File: src/design/npcq_pkg.sv
// ----------------------------------------------------------------------------
// npcq_pkg
// Shared types, palette tables and widths of the nearest palette color
// quantizer.
// ----------------------------------------------------------------------------
package npcq_pkg;

	localparam int COLOUR_COUNT  = 16;
	localparam int GROUP_COUNT   = 4;
	localparam int PALETTE_SLOTS = 16;
	localparam int IDX_W         = 4;
	localparam int POS_W         = 5;
	localparam int DIST_W        = 10;
	localparam int GRP_W         = 2;

	typedef struct packed {
		logic [7:0] red_in;
		logic [7:0] green_in;
		logic [7:0] blue_in;
	} pixel_t;

	typedef struct packed {
		logic [7:0] red_out;
		logic [7:0] green_out;
		logic [7:0] blue_out;
		logic [3:0] palette_position;
	} result_t;

	typedef struct packed {
		logic [7:0]       red;
		logic [7:0]       green;
		logic [7:0]       blue;
		logic [GRP_W-1:0] grp;
	} colour_t;

	// one palette entry under comparison
	typedef struct packed {
		logic              valid;
		logic [DIST_W-1:0] distance;
		logic [IDX_W-1:0]  idx;
		logic [3:0]        pos;
	} cand_t;

	// group order: frost, polar night, snow storm, aurora
	localparam colour_t COLOUR_TABLE [COLOUR_COUNT] = '{
		'{8'd143, 8'd188, 8'd187, 2'd0}, '{8'd136, 8'd192, 8'd208, 2'd0},
		'{8'd129, 8'd161, 8'd193, 2'd0}, '{8'd94,  8'd129, 8'd172, 2'd0},
		'{8'd46,  8'd52,  8'd64,  2'd1}, '{8'd59,  8'd66,  8'd82,  2'd1},
		'{8'd67,  8'd76,  8'd94,  2'd1}, '{8'd76,  8'd86,  8'd106, 2'd1},
		'{8'd216, 8'd222, 8'd233, 2'd2}, '{8'd229, 8'd233, 8'd240, 2'd2},
		'{8'd236, 8'd239, 8'd244, 2'd2},
		'{8'd191, 8'd97,  8'd106, 2'd3}, '{8'd208, 8'd135, 8'd112, 2'd3},
		'{8'd235, 8'd203, 8'd139, 2'd3}, '{8'd163, 8'd190, 8'd140, 2'd3},
		'{8'd180, 8'd142, 8'd173, 2'd3}
	};

	localparam logic [POS_W-1:0] GROUP_START [GROUP_COUNT] = '{5'd0, 5'd4, 5'd8, 5'd11};
	localparam logic [POS_W-1:0] GROUP_SIZE  [GROUP_COUNT] = '{5'd4, 5'd4, 5'd3, 5'd5};

endpackage

File: src/design/npcq_reduce4.sv
// ----------------------------------------------------------------------------
// npcq_reduce4
// Picks the nearest of four candidates; on equal distance the lower slot wins.
// ----------------------------------------------------------------------------
module npcq_reduce4 (
	input  npcq_pkg::cand_t cand [4],
	output npcq_pkg::cand_t best
);

	npcq_pkg::cand_t lo;
	npcq_pkg::cand_t hi;

	function automatic npcq_pkg::cand_t pick(input npcq_pkg::cand_t a,
			input npcq_pkg::cand_t b);
		if (b.valid && (!a.valid || (b.distance < a.distance))) begin
			return b;
		end
		return a;
	endfunction

	always_comb begin
		lo   = pick(cand[0], cand[1]);
		hi   = pick(cand[2], cand[3]);
		best = pick(lo, hi);
	end

endmodule

File: src/design/nearest_palette_color_quantizer.sv
// ----------------------------------------------------------------------------
// nearest_palette_color_quantizer
// Maps an RGB888 pixel to the nearest color (L1 distance) of a palette
// packed from the enabled constant color groups.
// ----------------------------------------------------------------------------
// Usage:
//   pix_valid/pix_stall/pix carry pixel requests in; res_valid/res_stall/res
//   carry the chosen color and its packed palette position out. A request
//   is taken at an edge with valid high and stall low.
//   cfg_wen/cfg_wdata write group_mask (bit0 frost, bit1 polar night,
//   bit2 snow storm, bit3 aurora); write only while the block is idle.
//   res_valid rises once an accepted request has passed stage 1, stage 2 and
//   stage 3; throughput is one pixel per cycle while res_stall is low. Stage 1 computes
//   all 16 distances, stage 2 reduces them to four, stage 3 picks the
//   winner into the output register.
//   No group enabled gives black at position 0.
//   Reset empties the pipeline and sets group_mask to all groups enabled.
//   When res_stall is high the output holds; bubbles in the pipeline are
//   still filled, and pix_stall rises once every stage is occupied.
// ----------------------------------------------------------------------------
module nearest_palette_color_quantizer (
	input  logic              clk,
	input  logic              arst_n,
	input  logic              cfg_wen,
	input  logic [3:0]        cfg_wdata,
	input  logic              pix_valid,
	output logic              pix_stall,
	input  npcq_pkg::pixel_t  pix,
	output logic              res_valid,
	input  logic              res_stall,
	output npcq_pkg::result_t res
);

	logic [3:0] mask_q;

	logic valid_s1, valid_s2, valid_s3;
	logic adv1, adv2, adv3;

	npcq_pkg::cand_t cand_c  [npcq_pkg::COLOUR_COUNT];
	npcq_pkg::cand_t cand_s1 [npcq_pkg::COLOUR_COUNT];
	npcq_pkg::cand_t part_c  [4];
	npcq_pkg::cand_t part_s2 [4];
	npcq_pkg::cand_t win_c;
	npcq_pkg::result_t res_s3;

	logic [npcq_pkg::POS_W-1:0] grp_off [npcq_pkg::GROUP_COUNT];

	function automatic logic [8:0] abs_diff(input logic [7:0] a, input logic [7:0] b);
		return (a > b) ? {1'b0, a - b} : {1'b0, b - a};
	endfunction

	always_ff @(posedge clk or negedge arst_n) begin
		if (!arst_n) begin
			mask_q <= 4'hF;
		end else if (cfg_wen) begin
			mask_q <= cfg_wdata;
		end
	end

	assign adv3      = !valid_s3 || !res_stall;
	assign adv2      = !valid_s2 || adv3;
	assign adv1      = !valid_s1 || adv2;
	assign pix_stall = !adv1;

	// packed start of each group
	always_comb begin
		grp_off[0] = '0;
		for (int g = 1; g < npcq_pkg::GROUP_COUNT; g++) begin
			grp_off[g] = grp_off[g-1] + (mask_q[g-1] ? npcq_pkg::GROUP_SIZE[g-1] : '0);
		end
	end

	always_comb begin
		for (int i = 0; i < npcq_pkg::COLOUR_COUNT; i++) begin
			logic [npcq_pkg::GRP_W-1:0] g;
			logic [npcq_pkg::POS_W-1:0] p;
			g = npcq_pkg::COLOUR_TABLE[i].grp;
			p = grp_off[g] + npcq_pkg::POS_W'(i) - npcq_pkg::GROUP_START[g];
			cand_c[i].valid    = mask_q[g] && (p < npcq_pkg::POS_W'(npcq_pkg::PALETTE_SLOTS));
			cand_c[i].distance =
				npcq_pkg::DIST_W'(abs_diff(pix.red_in, npcq_pkg::COLOUR_TABLE[i].red)) +
				npcq_pkg::DIST_W'(abs_diff(pix.green_in, npcq_pkg::COLOUR_TABLE[i].green)) +
				npcq_pkg::DIST_W'(abs_diff(pix.blue_in, npcq_pkg::COLOUR_TABLE[i].blue));
			cand_c[i].idx      = npcq_pkg::IDX_W'(i);
			cand_c[i].pos      = p[3:0];
		end
	end

	// stage 1: distances
	always_ff @(posedge clk or negedge arst_n) begin
		if (!arst_n) begin
			valid_s1 <= 1'b0;
		end else if (adv1) begin
			valid_s1 <= pix_valid;
		end
	end

	always_ff @(posedge clk) begin
		if (adv1 && pix_valid) begin
			cand_s1 <= cand_c;
		end
	end

	// stage 2: four partial winners
	for (genvar q = 0; q < 4; q++) begin : g_part
		npcq_pkg::cand_t quad [4];
		always_comb begin
			for (int k = 0; k < 4; k++) begin
				quad[k] = cand_s1[4*q + k];
			end
		end
		npcq_reduce4 u_reduce (
			.cand (quad),
			.best (part_c[q])
		);
	end

	always_ff @(posedge clk or negedge arst_n) begin
		if (!arst_n) begin
			valid_s2 <= 1'b0;
		end else if (adv2) begin
			valid_s2 <= valid_s1;
		end
	end

	always_ff @(posedge clk) begin
		if (adv2 && valid_s1) begin
			part_s2 <= part_c;
		end
	end

	// stage 3: final winner
	npcq_reduce4 u_final (
		.cand (part_s2),
		.best (win_c)
	);

	always_ff @(posedge clk or negedge arst_n) begin
		if (!arst_n) begin
			valid_s3 <= 1'b0;
		end else if (adv3) begin
			valid_s3 <= valid_s2;
		end
	end

	always_ff @(posedge clk) begin
		if (adv3 && valid_s2) begin
			if (win_c.valid) begin
				res_s3.red_out          <= npcq_pkg::COLOUR_TABLE[win_c.idx].red;
				res_s3.green_out        <= npcq_pkg::COLOUR_TABLE[win_c.idx].green;
				res_s3.blue_out         <= npcq_pkg::COLOUR_TABLE[win_c.idx].blue;
				res_s3.palette_position <= win_c.pos;
			end else begin
				res_s3 <= '0;
			end
		end
	end

	assign res_valid = valid_s3;
	assign res       = res_s3;

endmodule
File: config.mk
export PLATFORM = sky130hd
export DESIGN_NAME = nearest_palette_color_quantizer
export DESIGN_NICKNAME = d
export VERILOG_FILES = /design/src/design/npcq_pkg.sv /design/src/design/npcq_reduce4.sv /design/src/design/nearest_palette_color_quantizer.sv
export SDC_FILE = /design/constraint.sdc
export NUM_CORES = 1
export LEC_CHECK = 0
export BUFFER_PORTS_ARGS = -buffer_cell sky130_fd_sc_hd__buf_2
export CAP_MARGIN = 40
export CORE_MARGIN = 2
export CORE_UTILIZATION = 30
export CTS_BUF_LIST = sky130_fd_sc_hd__clkbuf_4 sky130_fd_sc_hd__clkbuf_8 sky130_fd_sc_hd__clkbuf_16
export DETAILED_ROUTE_END_ITERATION = 10
export GPL_TIMING_DRIVEN = 0
export PLACE_DENSITY = 0.48
export SKIP_CTS_REPAIR_TIMING = 1
export SYNTH_ARGS = -nofsm -noshare
export SYNTH_HDL_FRONTEND = slang
export SYNTH_HIERARCHICAL = 1
export SYNTH_SLANG_ARGS = --single-unit
File: constraint.sdc
create_clock -name clk -period 5.25 [get_ports clk]
set_clock_uncertainty 0.1 [all_clocks]
set_input_delay 0.525 -clock clk [delete_from_list [all_inputs] [get_ports clk]]
set_output_delay 0.525 -clock clk [all_outputs]
set_load 0.02 [all_outputs]
# [Word level (Yosys, flattened, before mapping)]
# Memory sizes are Yosys's and may differ from the RTL's. A register that Yosys moved wholly into a read port is not among the register bits.
# Cells that the tools add are included.
[op_classes] n_bitwise=1 magnitude_cmp=74 mux=95 add_sub_neg=152 n_reduce_logical=68
[ops] op="19-bit 2-to-1 mux" n=30
[ops] op="8-bit 2-to-1 mux" n=47
[ops] op="8-bit greater-than comparator (second input constant)" n=32
[ops] op="8-bit subtractor (first input constant)" n=32
[ops] op="8-bit subtractor (second input constant)" n=32
[ops] op="9-bit by 8-bit adder with 10-bit output" n=15
[ops] op="10-bit less-than comparator" n=15
[ops] op="8-bit by 8-bit adder with 9-bit output" n=16
[ops] op="8-bit by 7-bit greater-than comparator with 1-bit output (second input constant)" n=12
[ops] op="7-bit by 8-bit subtractor with 8-bit output (first input constant)" n=12
[ops] op="8-bit by 7-bit subtractor with 8-bit output (second input constant)" n=12
[ops] op="5-bit less-than comparator (second input constant)" n=12
[ops] op="5-bit by 4-bit subtractor with 5-bit output (second input constant)" n=8
[ops] op="1-bit logical AND" n=30
[ops] op="5-bit by 4-bit adder with 5-bit output (second input constant)" n=5
[ops] op="8-bit by 6-bit greater-than comparator with 1-bit output (second input constant)" n=3
[ops] op="6-bit by 8-bit subtractor with 8-bit output (first input constant)" n=3
[ops] op="8-bit by 6-bit subtractor with 8-bit output (second input constant)" n=3
[ops] op="1-bit logical NOT" n=20
[ops] op="4-bit by 3-bit subtractor with 5-bit output (second input constant)" n=4
[ops] op="1-bit logical OR" n=18
[ops] op="3-bit by 3-bit adder with 4-bit output (second input constant)" n=4
[ops] op="4-bit by 4-bit adder with 5-bit output (second input constant)" n=3
[ops] op="1-bit 2-to-1 mux" n=15
[ops] op="6 further kinds" n=7
[word_totals] regBits=308 inputBits=33 memories=1 rom_bits=416
[mem_list] memory="(no name shown)" depth=16 word_bits=26 read_ports=1 rd_ports_with_merged_regs=1 wr=0 line_no="nearest_palette_color_quantizer.sv:150" rtl="res_s3.green_out <= npcq_pkg::COLOUR_TABLE[win_c.idx].green;"

# [Logic depth before layout (Yosys ltp)]
# Gate-level depths: netlist (run 1).
[logic_depth] word_depth=11 depth_mapped=27

# [Hierarchy]
# Netlist (run 1), hierarchy kept.
[by_module_without_submodules] mod="nearest_palette_color_quantizer" area_per_inst_um2=26374.0 n_inst=1 cells_each=2709
[by_module_without_submodules] mod="npcq_reduce4" area_per_inst_um2=1370.1 n_inst=5 cells_each=183

# [Worst setup path after synthesis (run 1)]
# Ideal clock, no wire load.
[synth_timing] kind="register to register" startpoint="reg part_s2[15] (netlist name)" endpoint="reg res[5] (netlist name)" slack_ns=-0.430 period_less_slack_ns=5.680 setup_time_ns=0.255 n_path_buf=4 required_time_ns=4.895 t_arrival_ns=5.326 stages_incl_launch_ff=23 cell_sequence="edfxtp_1 -> ha_1 -> a211o_1 -> a21oi_1 -> o41ai_1 -> a221oi_2 -> buf_4 -> clkbuf_1 -> a21oi_1 -> inv_1 -> ha_1 -> a211oi_1 -> o21ai_0 -> or3_1 -> a41o_1 -> o31ai_2 -> buf_6 -> mux2i_1 -> clkbuf_1 -> inv_1 -> ha_1 -> mux4_2 -> and2_1"
[synth_rtl] item="start, declared" line_no="nearest_palette_color_quantizer.sv:42" rtl="npcq_pkg::cand_t part_s2 [4];"
[synth_rtl] item="start signal, assigned" line_no="nearest_palette_color_quantizer.sv:128" rtl="part_s2 <= part_c;"

==> impl_metrics.toml, run 1 <==
[sta]
timing.slew.headroom_pct = 39.55
post-route-min-period_ps = 5564
hold_slack_ps = 73.08
worstMarginPinSlew_ps = 897.3
finalCritPeriodShare_pct = 106.0
slew_viol_final = 0
finalSetupViolations = 17
fmaxAchievable_mhz = 179.7
final_hold_viol_count = 0
final.setup.worst_slack_ps = -314.0
rsz0062_at_grt = "true"

[route]
dr.pass1.iters = 7
num_vias = 27420
drt-initial-drc-count = 2676
postRouteAntennaNets = 0
drc = 0
viasPerCell = 5.112
wl_mm = 128.3
wl_per_cell_um = 23.91

[worst_setup_path]
crit_chain = "ha_4, a211o_1, a21oi_2, o41ai_2, a221oi_2, buf_6, buf_12, nor2_4, a21oi_4, inv_1, ha_2, a211oi_2, o21ai_1, or3_1, a41o_1, o31ai_2, buf_6, mux2i_4, buf_6, clkinvlp_4, ha_4, mux4_2, and2_4"
cpMostUsedCell = "buf_6"
worst_ep_required_time_ps = 5480
start_kind = "flop"
slowest_delay_ps = 460
crit_arrival_ps = 5790
worstSetupPathType = "flop to flop"
worst_path_max_delay_cell = "edfxtp_1"
endpoint_kind = "flop"
cp_max_fo = 6

[cts]
cts_buffers = 30
clock_insertion_delay_worst_skew_ps = 570
cts-root-buf = "clkbuf_16"
numClockSinks = 273
htree_levels = 1
path_clk_slew_ps = 60
clockBufferDepth = 3
cts_tree = "yes"

[final_layout]
final_cell_mix = "inv_1 (437), mux2i_1 (331), ha_1 (327)"
fin_cells = 5365
n_antenna_cell = 0
final_common_cell = "inv_1"
final_util_pct = 34.97
nets = 4379
drive_gt1_share_pct = 12.60
areaGrowthSynthToFinish_pct = 15.30

[floorplan]
die_area_um2 = 113000
initial_core_util_pct = 30.33
chipHeight_um = 336.2
core_um2 = 109200
num_io_pins = 63
dieWidth_um = 336.2
row_count = 121

[logic_synthesis]
synth_area_um2 = 33100
synth_warnings = 6
syn_area_per_cell_um2 = 9.167
synth_cells = 3611

[global_routing]
grt_antenna_before_repair = 0
grt_pass1_wl_mm = 182.8
gr-total-overflow = 0
grt.total_usage_pct = 22.18
grt_max_degree = 58
grt_pass1_vias = 26300

[hold_path]
hold_path.class = "input port to flop"

[place]
dp.final_hpwl_mm = 105.8
gp_congestion = 1.020
dpl.cell_count = 5258
port_buffers = 60

[job]
maxCapViolations = 0

[outcome]
status = "finished with violations"
violations = "setup timing"

[power]
cellLeakagePower_uw = 0.01674
ir_drop_mv = 0.5534
p_per_area_nw_per_um2 = 592.2
p_total_uw = 22600
==> sequential cells by signal, summed over array words and instances (netlist names) <==
signal     count
cand_s1      162
part_s2       76
res           28
mask_q         4
res_valid      1
valid_s1       1
valid_s2       1
==> final timing paths <==
kind                               from  slack [ps]  cells after the start         to
hold reg to reg                valid_s1         400                      1   valid_s2
setup / recovery            part_s2[15]        -310                     23     res[5]
hold / removal             cfg_wdata[3]          70                      3  mask_q[3]
min in group asynchronous        arst_n         230                      2  res_valid
max in group asynchronous        arst_n        4570                      2  mask_q[3]
setup reg to reg            part_s2[15]        -310                     23     res[5]
==> critical path, delay by kind of cell (launching register included) <==
kind | cells | cell delay [ps]
AOI/OAI and AO/OA | 9 | 1820
buffers and inverters | 6 | 950
muxes | 2 | 740
adders and majority gates | 3 | 670
and+or+nand+nor | 3 | 570
DFF | 1 | 460
==> routing by layer <==
metal,track usage (%),up-vias,share of wire (%)
met5,0,-,0
met4,14.80,0,8.1
met3,1.892,246,5.8
met2,32.69,1086,41
met1,30.85,13110,45
li1,-,12980,-
==> report_power, final <==
group	switching, µW	internal, µW
clock network	913	1500
registers	494	3990
logic	8740	6960
==> layout make-up <==
cell class | instances | area [µm²]
Buffer | 168 | 1033
Clock buffer | 35 | 812.0
Clock inverter | 21 | 320.3
Fill cell | 11250 | 70990
Inverter | 464 | 1759
Multi-Input combinational cell | 2800 | 23240
Sequential cell | 273 | 8168
Tap cell | 1476 | 1847
Timing Repair Buffer | 128 | 987.2
==> metrics by stage <==
stage / TNS (ps) / cell area (µm²) / setup slack (ps)
2_1_floorplan: 0 / 33510 / 0.07194
3_3_place_gp: -346910 / 35650 / -1892
3_5_place_dp: -40880 / 35870 / -957.8
4_1_cts: -19570 / 37000 / -991.9
5_1_grt: -6530 / 38170 / -484.2
6_report: -2944 / 38170 / -314.0
Note: power is estimated with default switching activity, not from simulation.
==> run 2, diff against run 1 <==
- PLACE_DENSITY: 0.48 -> 0.47
==> run 2 against run 1 <==
The flow still finishes with violations (setup timing); design area shrank 0.70%; setup slack gained 37 ps; combinational power is essentially flat; sequential power is essentially flat; sequential share of layout area grew 0.15 points; critical path depth shrank 4; worst hold slack lost 8.6 ps; register-to-register slack gained 40 ps.
==> impl_metrics.toml, run 2 (same netlist as run 1, synthesis figures left out) <==
[floorplan]
num_io_pins = 63
dieWidth_um = 336.2
row_count = 121
chipHeight_um = 336.2
initial_core_util_pct = 30.33
die_area_um2 = 113000
core_um2 = 109200

[final_layout]
design_area_um2 = 37900
n_antenna_cell = 0
largest_reg_flops = 162
final_util_pct = 34.72
nets = 4388
largest-register = "cand_s1"
final_cell_mix = "inv_1 (439), mux2i_1 (332), ha_1 (331)"
areaGrowthSynthToFinish_pct = 14.49
final_common_cell = "inv_1"
drive_gt1_share_pct = 12.27

[worst_setup_path]
worst_ep_required_time_ps = 5480
r2r_slack_ps = -280
endpoint_kind = "flop"
regToRegStartpoint = "part_s2[55]"
r2r_end = "res[5]"
start_kind = "flop"
worstSetupPathType = "flop to flop"
cp_max_fo = 10
crit_arrival_ps = 5760
rr_worst_depth = 19
crit_start = "part_s2[55]"
endpoint = "res[5]"

[sta]
finalCritPeriodShare_pct = 105.3
final_hold_viol_count = 0
fmaxAchievable_mhz = 180.9
slew_viol_final = 0
final.setup.worst_slack_ps = -277.3
post-route-min-period_ps = 5527
worstMarginPinSlew_ps = 962.6
rsz0062_at_grt = "true"
final.setup.tns_ps = -2379
timing.slew.headroom_pct = 35.15
finalSetupViolations = 17

[place]
port_buffers = 60
gp_congestion = 1.008
dp.final_hpwl_mm = 107.8
preCtsSetupSlack_ps = -1067
placed_area_um2 = 35860

[global_routing]
grt_pass1_vias = 26280
grt_pass1_wl_mm = 185.3
grt_max_degree = 67
grt.total_usage_pct = 22.65
grt_antenna_before_repair = 1
gr-total-overflow = 0

[outcome]
violations = "setup timing"
status = "finished with violations"

[cts]
htree_levels = 1
numClockSinks = 273
cts_buffers = 29
clock_insertion_delay_worst_skew_ps = 570
path_clk_slew_ps = 60
clockBufferDepth = 3
cts_tree = "yes"
cts-root-buf = "clkbuf_16"

[power]
switchingPower_uw = 10110
p_total_uw = 22190
combPwrFrac_pct = 70.2
cellLeakagePower_uw = 0.01666
ir_drop_mv = 0.6097
intPower_uw = 12080
p_clk_share_pct = 9.6
sequentialPowerShare_pct = 20.2
p_sw_share_pct = 45.54
p_per_area_nw_per_um2 = 585.6

[route]
wl_mm = 130.7
viasPerCell = 5.097
postRouteAntennaNets = 0
wl_per_cell_um = 24.33
drt-initial-drc-count = 2496
num_vias = 27380
dr.pass1.iters = 6
drc = 0

[hold_path]
hold_path.class = "input port to flop"

[job]
maxCapViolations = 0
[run 2: metal layers]
layer | GRT usage, % | wire (µm) | vias up | part of all wire (%)
met1 | 31.57 | 59540 | 13200 | 46
met5 | 0 | 12 | - | 0.0092
li1 | - | - | 13000 | -
met3 | 1.517 | 6096 | 231 | 4.7
met4 | 15.03 | 10750 | 2 | 8.2
met2 | 33.65 | 54330 | 938 | 42
[run 2: cell type report]
class / count / area [µm²]
clock buffer: 32 / 748.2
buffer: 169 / 1033
clock inverter: 21 / 230.2
inverter: 464 / 1763
multi-input combinational: 2800 / 23090
sequential: 273 / 8168
timing repair buffer: 137 / 1015
tap: 1476 / 1847
fill: 11360 / 71260
[run 2: how the worst min path moves through the flow]
stage / to / startpoint / depth (start not counted)
global route: mask_q[1] / cfg_wdata[1] / 3
global placement: res_valid / arst_n / 1
detailed placement: res_valid / arst_n / 1
CTS: res_valid / arst_n / 1
finish: mask_q[3] / cfg_wdata[3] / 3
floorplan: res_valid / arst_n / 0
[run 2: critical path, cell delays in order (launching register included)]
cell and delay (ps):
edfxtp_1 420, ha_1 340, nand4_1 290, o31ai_4 420, a21oi_4 160, buf_6 190, mux2i_2 300, ha_2 360
o21ai_2 140, o21ai_2 80, or3_4 360, a41o_1 240, o31ai_2 240, buf_6 170, mux2i_4 280, buf_6 160
clkinvlp_4 180, ha_4 240, mux4_2 450, and2_1 160
[run 2: power groups by stage]
stage / clock [µW] / combinational (µW) / sequential (µW)
2_1_floorplan: 0 / 9300 / 4460
3_3_place_gp: 0 / 13200 / 4550
3_5_place_dp: 0 / 13200 / 4530
4_1_cts: 2200 / 13300 / 4490
5_1_grt: 2280 / 17000 / 4580
6_report: 2130 / 15600 / 4470
[run 2: metrics by stage]
| stage | hold WS [ps] | instances |
|---|---|---|
| finish | 64.45 | 5372 |
| global route | 66.85 | 5372 |
| CTS | -331.9 | 5312 |
| detailed placement | 291.2 | 5259 |
| global placement | 291.6 | 5245 |
| floorplan | 129.4 | 3709 |
